$ cat src/design/lcdn_pkg.sv
`default_nettype none

package lcdn_pkg;

  localparam int unsigned CURSOR_LIMIT_DEF = 80;

  localparam logic [19:0] NIBBLE_TICKS = 20'd102;
  localparam logic [19:0] WAIT_POWER_UP = 20'd40000;
  localparam logic [19:0] WAIT_WAKE_1 = 20'd5000;
  localparam logic [19:0] WAIT_WAKE_2 = 20'd100;
  localparam logic [19:0] WAIT_SETTLE = 20'd1000000;

  localparam logic [7:0] WAKE_NIBBLE = 8'h03;
  localparam logic [7:0] FOUR_BIT_NIBBLE = 8'h02;
  localparam logic [7:0] CMD_FUNC_SET = 8'h28;
  localparam logic [7:0] CMD_DISPLAY_ON = 8'h0E;
  localparam logic [7:0] CMD_ENTRY_MODE = 8'h06;
  localparam logic [7:0] CMD_CLEAR = 8'h01;
  localparam logic [7:0] CMD_HOME = 8'h02;
  localparam logic [7:0] CMD_SHIFT_RIGHT = 8'h14;
  localparam logic [7:0] CMD_SHIFT_LEFT = 8'h10;

  localparam int unsigned CFG_DATA_W = 12;
  localparam logic CFG_COMMAND_WAIT = 1'b0;
  localparam logic CFG_CLEAR_WAIT = 1'b1;
  localparam logic [9:0] COMMAND_WAIT_RST = 10'd100;
  localparam logic [11:0] CLEAR_WAIT_RST = 12'd2000;

  typedef enum logic [2:0] {
    FUNC_TICK = 3'd0,
    FUNC_INIT = 3'd1,
    FUNC_CMD = 3'd2,
    FUNC_CHAR = 3'd3,
    FUNC_CLEAR = 3'd4,
    FUNC_HOME = 3'd5,
    FUNC_CURSOR = 3'd6
  } func_e;

  typedef enum logic [2:0] {
    PH_IDLE = 3'd0,
    PH_INIT = 3'd1,
    PH_CMD = 3'd2,
    PH_CHAR = 3'd3,
    PH_CLEAR = 3'd4,
    PH_HOME = 3'd5,
    PH_CURSOR = 3'd6
  } phase_e;

  typedef enum logic [2:0] {
    K_END,
    K_WAIT,
    K_WAITCLR,
    K_WAITCMD,
    K_NIB,
    K_BYTE
  } kind_e;

  typedef enum logic [1:0] {
    ERR_OK = 2'd0,
    ERR_BUSY = 2'd1,
    ERR_RANGE = 2'd2
  } err_e;

  typedef struct packed {
    kind_e kind;
    logic [19:0] arg;
  } step_t;

  typedef struct packed {
    logic [2:0] func;
    logic [7:0] value;
  } in_word_t;

  typedef struct packed {
    logic reg_select;
    logic enable_pin;
    logic [3:0] data_nibble;
    logic busy_res;
    logic [6:0] cursor;
    logic [1:0] error;
  } out_word_t;

  typedef struct packed {
    logic [9:0] command_wait_us;
    logic [11:0] clear_wait_us;
  } cfg_t;

  function automatic step_t init_step_info(logic [3:0] idx);
    step_t s;
    s.kind = K_END;
    s.arg = '0;
    case (idx)
      4'd0: begin
        s.kind = K_WAIT;
        s.arg = WAIT_POWER_UP;
      end
      4'd1: begin
        s.kind = K_NIB;
        s.arg = 20'(WAKE_NIBBLE);
      end
      4'd2: begin
        s.kind = K_WAIT;
        s.arg = WAIT_WAKE_1;
      end
      4'd3: begin
        s.kind = K_NIB;
        s.arg = 20'(WAKE_NIBBLE);
      end
      4'd4: begin
        s.kind = K_WAIT;
        s.arg = WAIT_WAKE_2;
      end
      4'd5: begin
        s.kind = K_NIB;
        s.arg = 20'(WAKE_NIBBLE);
      end
      4'd6: begin
        s.kind = K_NIB;
        s.arg = 20'(FOUR_BIT_NIBBLE);
      end
      4'd7: begin
        s.kind = K_BYTE;
        s.arg = 20'(CMD_FUNC_SET);
      end
      4'd8: begin
        s.kind = K_BYTE;
        s.arg = 20'(CMD_DISPLAY_ON);
      end
      4'd9: begin
        s.kind = K_BYTE;
        s.arg = 20'(CMD_CLEAR);
      end
      4'd10: begin
        s.kind = K_WAITCLR;
      end
      4'd11: begin
        s.kind = K_BYTE;
        s.arg = 20'(CMD_ENTRY_MODE);
      end
      4'd12: begin
        s.kind = K_WAIT;
        s.arg = WAIT_SETTLE;
      end
      default: begin
        s.kind = K_END;
      end
    endcase
    return s;
  endfunction

endpackage

`default_nettype wire

$ cat src/design/char_lcd_nibble_interface_unit.sv
// Character LCD controller on a 4-bit bus (RS, EN, D7..D4).
// Input channel: in_valid_i / in_stall_o carry one word {func, value}:
// a one-microsecond tick, or a request (init, command, character, clear,
// home, set cursor). Requests are taken only while the controller is idle;
// otherwise they come back with a busy error. The pins change on ticks.
// Output channel: out_valid_o / out_stall_i carry one result word per input
// word: pin levels, busy flag, tracked cursor and error code.
// A word accepted into the input register has its result written to the
// output register, with out_valid_o high, when the output register can advance.
// Throughput: one word per cycle while out_stall_i holds no result; each word
// does a constant amount of work on the sequencer state in a single pass.
// Config: cfg_we_i writes cfg_data_i into register cfg_idx_i (0 command
// wait, 1 clear wait); write only while no word is in flight.
// Reset: sequencer idle, cursor 0, all pins low, waits back to 100 and 2000.
// Stall: while out_stall_i holds a result, the input register keeps its
// word and in_stall_o rises once it is full.
`default_nettype none

module char_lcd_nibble_interface_unit #(
  parameter int unsigned CURSOR_LIMIT = lcdn_pkg::CURSOR_LIMIT_DEF
) (
  input  wire logic                            clk_i,
  input  wire logic                            rst_ni,
  input  wire logic                            in_valid_i,
  output logic                                 in_stall_o,
  input  lcdn_pkg::in_word_t                   in_word_i,
  output logic                                 out_valid_o,
  input  wire logic                            out_stall_i,
  output lcdn_pkg::out_word_t                  out_word_o,
  input  wire logic                            cfg_we_i,
  input  wire logic                            cfg_idx_i,
  input  wire logic [lcdn_pkg::CFG_DATA_W-1:0] cfg_data_i
);

  logic in_valid_q;
  lcdn_pkg::in_word_t in_word_q;
  logic out_valid_q;
  lcdn_pkg::out_word_t out_word_q;
  lcdn_pkg::out_word_t result;
  lcdn_pkg::cfg_t cfg;
  logic advance;
  logic accept;
  logic fire;

  assign advance = !out_valid_q || !out_stall_i;
  assign in_stall_o = in_valid_q && !advance;
  assign accept = in_valid_i && !in_stall_o;
  assign fire = in_valid_q && advance;

  lcdn_cfg u_cfg (
    .clk_i      (clk_i),
    .rst_ni     (rst_ni),
    .cfg_we_i   (cfg_we_i),
    .cfg_idx_i  (cfg_idx_i),
    .cfg_data_i (cfg_data_i),
    .cfg_o      (cfg)
  );

  lcdn_core #(
    .CURSOR_LIMIT (CURSOR_LIMIT)
  ) u_core (
    .clk_i    (clk_i),
    .rst_ni   (rst_ni),
    .fire_i   (fire),
    .item_i   (in_word_q),
    .cfg_i    (cfg),
    .result_o (result)
  );

  always_ff @(posedge clk_i or negedge rst_ni) begin
    if (!rst_ni) begin
      in_valid_q <= 1'b0;
      out_valid_q <= 1'b0;
    end else begin
      if (accept) begin
        in_valid_q <= 1'b1;
      end else if (fire) begin
        in_valid_q <= 1'b0;
      end
      if (advance) begin
        out_valid_q <= in_valid_q;
      end
    end
  end

  always_ff @(posedge clk_i) begin
    if (accept) begin
      in_word_q <= in_word_i;
    end
    if (fire) begin
      out_word_q <= result;
    end
  end

  assign out_valid_o = out_valid_q;
  assign out_word_o = out_word_q;

`ifndef SYNTH
  a_word_moves: assert property (@(posedge clk_i) disable iff (!rst_ni)
    fire |=> out_valid_q)
    else $error("held word did not reach the output register");
  a_no_phantom: assert property (@(posedge clk_i) disable iff (!rst_ni)
    (!in_valid_q && advance) |=> !out_valid_q)
    else $error("result word without an input word");
`endif

endmodule

`default_nettype wire

$ cat src/design/lcdn_cfg.sv
`default_nettype none

module lcdn_cfg (
  input  wire logic                              clk_i,
  input  wire logic                              rst_ni,
  input  wire logic                              cfg_we_i,
  input  wire logic                              cfg_idx_i,
  input  wire logic [lcdn_pkg::CFG_DATA_W-1:0]   cfg_data_i,
  output lcdn_pkg::cfg_t                         cfg_o
);

  logic [9:0] command_wait_q;
  logic [11:0] clear_wait_q;

  always_ff @(posedge clk_i or negedge rst_ni) begin
    if (!rst_ni) begin
      command_wait_q <= lcdn_pkg::COMMAND_WAIT_RST;
      clear_wait_q <= lcdn_pkg::CLEAR_WAIT_RST;
    end else if (cfg_we_i) begin
      case (cfg_idx_i)
        lcdn_pkg::CFG_COMMAND_WAIT: command_wait_q <= cfg_data_i[9:0];
        lcdn_pkg::CFG_CLEAR_WAIT: clear_wait_q <= cfg_data_i[11:0];
        default: begin
        end
      endcase
    end
  end

  assign cfg_o.command_wait_us = command_wait_q;
  assign cfg_o.clear_wait_us = clear_wait_q;

endmodule

`default_nettype wire

$ cat src/design/lcdn_core.sv
`default_nettype none

module lcdn_core #(
  parameter int unsigned CURSOR_LIMIT = lcdn_pkg::CURSOR_LIMIT_DEF
) (
  input  wire logic           clk_i,
  input  wire logic           rst_ni,
  input  wire logic           fire_i,
  input  lcdn_pkg::in_word_t  item_i,
  input  lcdn_pkg::cfg_t      cfg_i,
  output lcdn_pkg::out_word_t result_o
);

  localparam logic [7:0] LimitW = 8'(CURSOR_LIMIT);

  typedef struct packed {
    lcdn_pkg::phase_e phase;
    logic [3:0] step;
    logic [19:0] wait_cnt;
    logic [7:0] byte_val;
    logic low;
  } seq_t;

  function automatic lcdn_pkg::step_t step_info(seq_t s, logic [6:0] pos, logic [6:0] target);
    lcdn_pkg::step_t r;
    r.kind = lcdn_pkg::K_END;
    r.arg = '0;
    case (s.phase)
      lcdn_pkg::PH_INIT: r = lcdn_pkg::init_step_info(s.step);
      lcdn_pkg::PH_CMD: begin
        if (s.step == 4'd0) begin
          r.kind = lcdn_pkg::K_BYTE;
          r.arg = 20'(s.byte_val);
        end else if (s.step == 4'd1) begin
          r.kind = lcdn_pkg::K_WAITCMD;
        end
      end
      lcdn_pkg::PH_CHAR: begin
        if (s.step == 4'd0) begin
          r.kind = lcdn_pkg::K_BYTE;
          r.arg = 20'(s.byte_val);
        end
      end
      lcdn_pkg::PH_CLEAR, lcdn_pkg::PH_HOME: begin
        if (s.step == 4'd0) begin
          r.kind = lcdn_pkg::K_BYTE;
          r.arg = (s.phase == lcdn_pkg::PH_CLEAR) ? 20'(lcdn_pkg::CMD_CLEAR)
                                                  : 20'(lcdn_pkg::CMD_HOME);
        end else if (s.step == 4'd1) begin
          r.kind = lcdn_pkg::K_WAITCLR;
        end
      end
      lcdn_pkg::PH_CURSOR: begin
        if (pos != target) begin
          r.kind = lcdn_pkg::K_BYTE;
          r.arg = (pos < target) ? 20'(lcdn_pkg::CMD_SHIFT_RIGHT)
                                 : 20'(lcdn_pkg::CMD_SHIFT_LEFT);
        end
      end
      default: begin
      end
    endcase
    return r;
  endfunction

  function automatic logic [19:0] wait_len(lcdn_pkg::step_t a, lcdn_pkg::cfg_t cfg);
    logic [19:0] n;
    case (a.kind)
      lcdn_pkg::K_WAIT: n = a.arg;
      lcdn_pkg::K_WAITCLR: n = 20'(cfg.clear_wait_us);
      lcdn_pkg::K_WAITCMD: n = 20'(cfg.command_wait_us);
      default: n = '0;
    endcase
    return n;
  endfunction

  function automatic seq_t take(seq_t s, lcdn_pkg::step_t a, lcdn_pkg::cfg_t cfg);
    seq_t r;
    r = s;
    case (a.kind)
      lcdn_pkg::K_END: begin
        r.phase = lcdn_pkg::PH_IDLE;
        r.step = '0;
        r.wait_cnt = '0;
      end
      lcdn_pkg::K_NIB, lcdn_pkg::K_BYTE: begin
        r.byte_val = a.arg[7:0];
        r.low = (a.kind == lcdn_pkg::K_NIB);
        r.wait_cnt = lcdn_pkg::NIBBLE_TICKS;
      end
      default: r.wait_cnt = wait_len(a, cfg);
    endcase
    return r;
  endfunction

  function automatic seq_t start_seq(seq_t s, logic [6:0] pos, logic [6:0] target,
                                     lcdn_pkg::cfg_t cfg);
    seq_t s1;
    lcdn_pkg::step_t a;
    s1 = s;
    a = step_info(s, pos, target);
    if (a.kind != lcdn_pkg::K_END && a.kind != lcdn_pkg::K_NIB &&
        a.kind != lcdn_pkg::K_BYTE && wait_len(a, cfg) == '0) begin
      s1.step = s.step + 4'd1;
      a = step_info(s1, pos, target);
    end
    return take(s1, a, cfg);
  endfunction

  seq_t seq_q, seq_d;
  logic [6:0] pos_q, pos_d;
  logic [6:0] target_q, target_d;
  logic rs_q, rs_d;
  logic en_q, en_d;
  logic [3:0] nib_q, nib_d;
  lcdn_pkg::err_e err;

  always_comb begin
    seq_t req;
    seq_t fin;
    lcdn_pkg::step_t a;
    logic [19:0] wcnt;
    logic [7:0] pos_inc;
    logic do_finish;
    seq_d = seq_q;
    pos_d = pos_q;
    target_d = target_q;
    rs_d = rs_q;
    en_d = en_q;
    nib_d = nib_q;
    err = lcdn_pkg::ERR_OK;
    req = seq_q;
    fin = seq_q;
    a = step_info(seq_q, pos_q, target_q);
    wcnt = '0;
    pos_inc = {1'b0, pos_q} + 8'd1;
    do_finish = 1'b0;
    if (fire_i) begin
      if (item_i.func == lcdn_pkg::FUNC_TICK) begin
        if (seq_q.phase != lcdn_pkg::PH_IDLE) begin
          case (a.kind)
            lcdn_pkg::K_END: seq_d = start_seq(seq_q, pos_q, target_q, cfg_i);
            lcdn_pkg::K_NIB, lcdn_pkg::K_BYTE: begin
              if (seq_q.wait_cnt == lcdn_pkg::NIBBLE_TICKS) begin
                rs_d = (seq_q.phase == lcdn_pkg::PH_CHAR);
                en_d = 1'b0;
                nib_d = seq_q.low ? seq_q.byte_val[3:0] : seq_q.byte_val[7:4];
              end else if (seq_q.wait_cnt == lcdn_pkg::NIBBLE_TICKS - 20'd1) begin
                en_d = 1'b1;
              end else begin
                en_d = 1'b0;
              end
              wcnt = seq_q.wait_cnt - 20'd1;
              seq_d.wait_cnt = wcnt;
              if (wcnt == '0 || wcnt > lcdn_pkg::NIBBLE_TICKS) begin
                if (!seq_q.low) begin
                  seq_d.low = 1'b1;
                  seq_d.wait_cnt = lcdn_pkg::NIBBLE_TICKS;
                end else begin
                  do_finish = 1'b1;
                end
              end
            end
            default: begin
              wcnt = (seq_q.wait_cnt == '0) ? '0 : seq_q.wait_cnt - 20'd1;
              seq_d.wait_cnt = wcnt;
              do_finish = (wcnt == '0);
            end
          endcase
        end
      end else if (item_i.func <= lcdn_pkg::FUNC_CURSOR) begin
        if (seq_q.phase != lcdn_pkg::PH_IDLE) begin
          err = lcdn_pkg::ERR_BUSY;
        end else if (item_i.func == lcdn_pkg::FUNC_CURSOR && item_i.value >= LimitW) begin
          err = lcdn_pkg::ERR_RANGE;
        end else begin
          req.phase = lcdn_pkg::phase_e'(item_i.func);
          req.step = '0;
          if (item_i.func == lcdn_pkg::FUNC_CMD || item_i.func == lcdn_pkg::FUNC_CHAR) begin
            req.byte_val = item_i.value;
          end
          if (item_i.func == lcdn_pkg::FUNC_CURSOR) begin
            target_d = item_i.value[6:0];
          end
          seq_d = start_seq(req, pos_q, target_d, cfg_i);
        end
      end
    end
    if (do_finish) begin
      if (a.kind == lcdn_pkg::K_BYTE) begin
        case (seq_q.phase)
          lcdn_pkg::PH_CHAR: pos_d = (pos_inc >= LimitW) ? '0 : pos_inc[6:0];
          lcdn_pkg::PH_CLEAR, lcdn_pkg::PH_HOME: pos_d = '0;
          lcdn_pkg::PH_INIT: begin
            if (seq_q.byte_val == lcdn_pkg::CMD_CLEAR) pos_d = '0;
          end
          lcdn_pkg::PH_CURSOR: begin
            pos_d = (seq_q.byte_val == lcdn_pkg::CMD_SHIFT_RIGHT) ? pos_q + 7'd1
                                                                  : pos_q - 7'd1;
          end
          default: begin
          end
        endcase
      end
      fin = seq_d;
      if (seq_q.phase != lcdn_pkg::PH_CURSOR) fin.step = seq_d.step + 4'd1;
      seq_d = start_seq(fin, pos_d, target_q, cfg_i);
    end
  end

  always_ff @(posedge clk_i or negedge rst_ni) begin
    if (!rst_ni) begin
      seq_q.phase <= lcdn_pkg::PH_IDLE;
      seq_q.step <= '0;
      seq_q.wait_cnt <= '0;
      seq_q.byte_val <= '0;
      seq_q.low <= 1'b0;
      pos_q <= '0;
      target_q <= '0;
      rs_q <= 1'b0;
      en_q <= 1'b0;
      nib_q <= '0;
    end else if (fire_i) begin
      seq_q <= seq_d;
      pos_q <= pos_d;
      target_q <= target_d;
      rs_q <= rs_d;
      en_q <= en_d;
      nib_q <= nib_d;
    end
  end

  assign result_o.reg_select = rs_d;
  assign result_o.enable_pin = en_d;
  assign result_o.data_nibble = nib_d;
  assign result_o.busy_res = (seq_d.phase != lcdn_pkg::PH_IDLE);
  assign result_o.cursor = pos_d;
  assign result_o.error = err;

`ifndef SYNTH
  a_idle_clean: assert property (@(posedge clk_i) disable iff (!rst_ni)
    seq_q.phase == lcdn_pkg::PH_IDLE |-> (seq_q.step == '0 && seq_q.wait_cnt == '0))
    else $error("idle with leftover step or wait");
  a_cursor_range: assert property (@(posedge clk_i) disable iff (!rst_ni)
    {1'b0, pos_q} < LimitW)
    else $error("cursor beyond limit");
  a_en_in_seq: assert property (@(posedge clk_i) disable iff (!rst_ni)
    en_q |-> seq_q.phase != lcdn_pkg::PH_IDLE)
    else $error("EN left high outside a sequence");
`endif

endmodule

`default_nettype wire

$ cat config.mk
export PLATFORM = sky130hd
export DESIGN_NAME = char_lcd_nibble_interface_unit
export DESIGN_NICKNAME = d
export VERILOG_FILES = /design/src/design/lcdn_pkg.sv /design/src/design/char_lcd_nibble_interface_unit.sv /design/src/design/lcdn_cfg.sv /design/src/design/lcdn_core.sv
export SDC_FILE = /design/constraint.sdc
export NUM_CORES = 1
export LEC_CHECK = 0
export ABC_AREA = 0
export ABC_CLOCK_PERIOD_IN_PS = 5900
export BUFFER_PORTS_ARGS = -buffer_cell sky130_fd_sc_hd__buf_2
export CAP_MARGIN = 20
export CORE_MARGIN = 1
export CORE_UTILIZATION = 60
export CTS_CLUSTER_DIAMETER = 60
export CTS_CLUSTER_SIZE = 14
export DETAILED_ROUTE_END_ITERATION = 12
export GPL_TIMING_DRIVEN = 0
export PLACE_DENSITY = 0.79
export SLEW_MARGIN = 0
export SYNTH_ARGS = -nofsm -noshare
export SYNTH_HDL_FRONTEND = slang
export SYNTH_SLANG_ARGS = --single-unit
$ cat constraint.sdc
create_clock -name clk_i -period 5.9 [get_ports clk_i]
set_input_delay 0.59 -clock clk_i [delete_from_list [all_inputs] [get_ports clk_i]]
set_output_delay 0.59 -clock clk_i [all_outputs]
set_load 0.1 [all_outputs]
==> run_results.csv <==
group,metric,value,unit
floorplanning,floorplan.initialDensity,61.3,%
floorplanning,vert_die_dim,121,um
worst_setup_path,reg2reg_from,"u_core.seq_q[4]",
grt,met1_resource_use_gr,47.4,%
floorplanning,number_of_ports_placed_on_the_die_boundary,47,
cts,cts_made_buffers,9,
logic_synthesis,synth.yosys.seq_area_share,33.3,%
timing,timing_max_transition_violations_final,0,
grt,pin_count_of_the_biggest_net_entering_global_routing,44,
layout,area_delta_synth_final,11.8,%
cts,h_tree_depth_reported_by_cts,3,
layout,layout.nets,1081,
worst_setup_path,start_kind,"flop",
routing,remaining_drc_errors,0,
worst_setup_path,critPathMaxStageDelay,560,ps
grt,wire_length_of_the_first_global_routing_pass,38.6,mm
cts,clkSlewWorstSetupHoldPaths,80,ps
logic_synthesis,synth.net_count,1013,
grt,globalRouteMet3Util,6.72,%
logic_synthesis,synth-async-reset-ratio,74.8,%
power_and_ir_drop,comb_power_share,59.4,%
worst_setup_path,ff2ff_path_depth,23,
grt,grt_util_met2,52.1,%
worst_setup_path,critical_path.top_delay_family,"compound AO/OA/AOI/OAI gates",
logic_synthesis,synth_simple_gate_area_share,20.6,%
logic_synthesis,fraction_of_the_mapped_netlist_area_in_adder_cells,6.73,%
logic_synthesis,share_of_the_synthesized_area_in_compound_gates_ao_oa_aoi_oai,25.1,%
worst_setup_path,worst_ep_arrival_time,5920,ps
cts,postCtsHoldBufs,0,
power_and_ir_drop,sequentialPowerShare,25.7,%
routing,antenna_left,0,
floorplanning,fp.dieArea,14600,um2
logic_synthesis,yosys_register_bits,107,
worst_hold_path,timing.hold.worst.class,"in -> async",
timing,hold_slack,209,ps
status,run_status,"finished, final reports clean",
timing,timing.final.crit_period,5690,ps
timing,setup_viol_count_final,0,
layout,final_core_utilization,68.5,%
power_and_ir_drop,vdd_drop_max,302,uV
grt,congestion_overflow_gr,0,
worst_setup_path,critical_path_class,"reg -> reg",
logic_synthesis,synth-edff-count,27,
logic_synthesis,yosysUniqueCellTypes,105,
worst_setup_path,worst-endpoint-required,6120,ps
timing,setup-tns-final,0,ps
timing,transition_time_of_the_tightest_slew_check_pin,751,ps
routing,via_per_inst,6.76,
power_and_ir_drop,leakage,3.96,nW
worst_setup_path,crit_reg_reg_endpoint,"u_core.seq_q[34]",
cts,clockBufferDepth,2,
logic_synthesis,synth-xor-area-share,1.64,%
worst_setup_path,worst-path-max-fanout,10,
routing,avgRoutedWirePerCell,20.8,um
logic_synthesis,dominantRegCellSynth,"dfrtp_1",
logic_synthesis,synth_top_family_by_area,"compound AO/OA/AOI/OAI gates",
timing,finClkSkew,15.8,ps
floorplanning,core_area,13800,um2
logic_synthesis,synth-warning-count,0,
logic_synthesis,postSynthAreaPerCell,9.03,um2
worst_setup_path,reg2reg_slack,210,ps
timing,fmax,176,MHz
timing,slew_headroom,49.8,%
routing,via_count,8058,
worst_setup_path,crit_chain,"or4_4 > nor4_4 > inv_2 > ha_1 > a21oi_1 > o21bai_1 > a21o_1 > a21oi_1 > xnor2_1 > a22o_1 > o21ai_0 > o21ai_1 > ha_1 > nand3_1 > o2111a_2 > a211oi_4 > nand3_2 > o21ai_4 > buf_6 > mux2_2 > nor3_4 > buf_4 > nor3_1",
place,buffer_ports.inserted,46,
grt,gr-max-usage-layer,"met2",
cts,root_buffer,"clkbuf_16",
layout,diodes,0,
power_and_ir_drop,p_int,2.19,mW
floorplanning,fp-row-count,43,
worst_setup_path,worst_setup_path_end_kind,"flop",
power_and_ir_drop,cellPowerDensity,452,nW/um2
place,place.gp.congestion,1.02,
run,cap_violations,0,
routing,first_pass_iters,5,
logic_synthesis,synth_mux_area_share,7.63,%
grt,antenna_violations_before_repair,0,
floorplanning,chipWidth,121,um
logic_synthesis,mappedNetlistArea,8480,um2
worst_setup_path,path_buf_inv,3,
grt,first_global_vias,7177,
timing,report.final.hold_viol_count,0,
cts,clock_insertion_delay_worst_skew,370,ps
power_and_ir_drop,p_clk_share,14.9,%
timing,final_min_period_over_clock_period,96.5,%
routing,drt_wl_total,24.8,mm
routing,drt_iter0_markers,923,
layout,post_route_cells_drive_above_1_share,21.6,%
worst_setup_path,crit_slowest_cell,"or4_4",
power_and_ir_drop,switching_share,48.8,%
place,hpwlAfterDp,18.7,mm
cts,sinks_on_clock_net,107,
power_and_ir_drop,power.switching,2.09,mW
logic_synthesis,netlist_instances,939,
grt,track_usage,34.3,%
cts,cts_tree,"built",
-- routing by layer --
layer | part of all wire (%) | vias up
met5 | 0 | -
met4 | 3.7 | 0
met3 | 8.7 | 84
met2 | 45 | 447
met1 | 43 | 3830
li1 | - | 3697
-- cells by family after synthesis --
family,after synthesis
mux,59
xor+xnor,15
compound gates,299
buf+inv,92
fa+ha+maj,45
simple gates,322
flops,107
-- how the worst max path moves through the flow --
stage / from / endpoint / slack (ps) / cells past startpoint
2_1_floorplan: u_core.seq_q[4] / out_word_o[9] / 560 / 22
3_3_place_gp: u_core.seq_q[4] / out_word_o[9] / -570 / 22
3_5_place_dp: u_core.seq_q[4] / out_word_o[9] / -650 / 22
4_1_cts: u_core.seq_q[29] / out_word_o[9] / 1 / 24
5_1_grt: u_core.seq_q[29] / u_core.seq_q[34] / -20 / 24
6_report: u_core.seq_q[4] / u_core.seq_q[34] / 210 / 23
-- cell usage after synthesis, drive strengths merged (8+ instances only) --
master	count	area share [%]
and3	14	1.2
xnor2	10	1.1
o21ai	65	3.8
nor2	64	2.9
a31oi	13	1.1
nor3	24	1.7
nor2b	11	0.90
and2	8	0.62
inv	39	1.7
clkbuf	21	0.93
a21oi	64	3.8
ha	44	6.5
buf	32	2.3
a22oi	15	1.4
o211ai	17	1.5
or3	12	0.94
or2	8	0.59
nand2b	9	0.69
edfxtp	27	9.6
mux2	45	6.0
o21a	8	0.71
a21o	13	1.2
dfrtp	71	21
mux2i	14	1.7
a22o	11	1.1
nand3	31	1.8
nor4	17	1.5
o221ai	9	0.93
dfstp	9	2.8
nand2	82	3.6
nand4	11	0.81
-- state kept, by name (all words and copies together) (netlist names) --
register and cells:
in_valid_q 1, in_word_q 11, out_valid_o 1, out_word_o 16
u_cfg.clear_wait_q 12, u_cfg.command_wait_q 10, u_core.en_q 1, u_core.nib_q 4
u_core.pos_q 7, u_core.rs_q 1, u_core.seq_q 36, u_core.target_q 7
-- per-stage QoR --
step                      total power, mW  setup slack [ps]  area (um2)  std cells
after floorplan                      2.83               564        8480        939
after global placement               3.40              -571        8930       1165
after detailed placement             3.42              -646        8980       1168
after CTS                            4.09              1.02        9320       1185
after global routing                 4.51             -20.6        9480       1192
final                                4.28               205        9480       1192
-- layout by cell type (no fill, tap or decap), drive strengths merged, types with 11 or more instances in the layout --
cell type	instances
nor2	64
nand3	31
ha	44
a31oi	13
inv	42
dfrtp	71
a21oi	64
o211ai	17
buf	90
a22o	11
and3	14
clkbuf	30
nand4	11
nor4	17
or3	12
nor3	24
a21o	13
a22oi	15
nor2b	11
nand2	82
mux2	45
o21ai	65
mux2i	14
edfxtp	27
-- final cells by class --
class                   instances  area (um2)
plain buffers                  52         278
clock buffers                  10         229
clock inverters                 6        72.6
fillers                      1086        4350
inverters                      39         146
multi-input cells             740        5360
flip-flops and latches        107        2830
well taps                     180         225
repair buffers                 58         340
-- what timing repair did --
item,in CTS,in global routing
endpoints found under the hold margin,0,0
buffers inserted,1,8
pin swaps,1,6
endpoints found under the setup margin,34,33
gates resized for setup,10,20
-- power by group through the flow --
stage,Clock [mW],Combinational (mW),Sequential [mW]
floorplan,0,1.69,1.13
global placement,0,2.30,1.09
detailed placement,0,2.32,1.10
CTS,0.639,2.36,1.09
global route,0.666,2.73,1.12
finish,0.638,2.54,1.10
(Power assumes the default switching activity.)
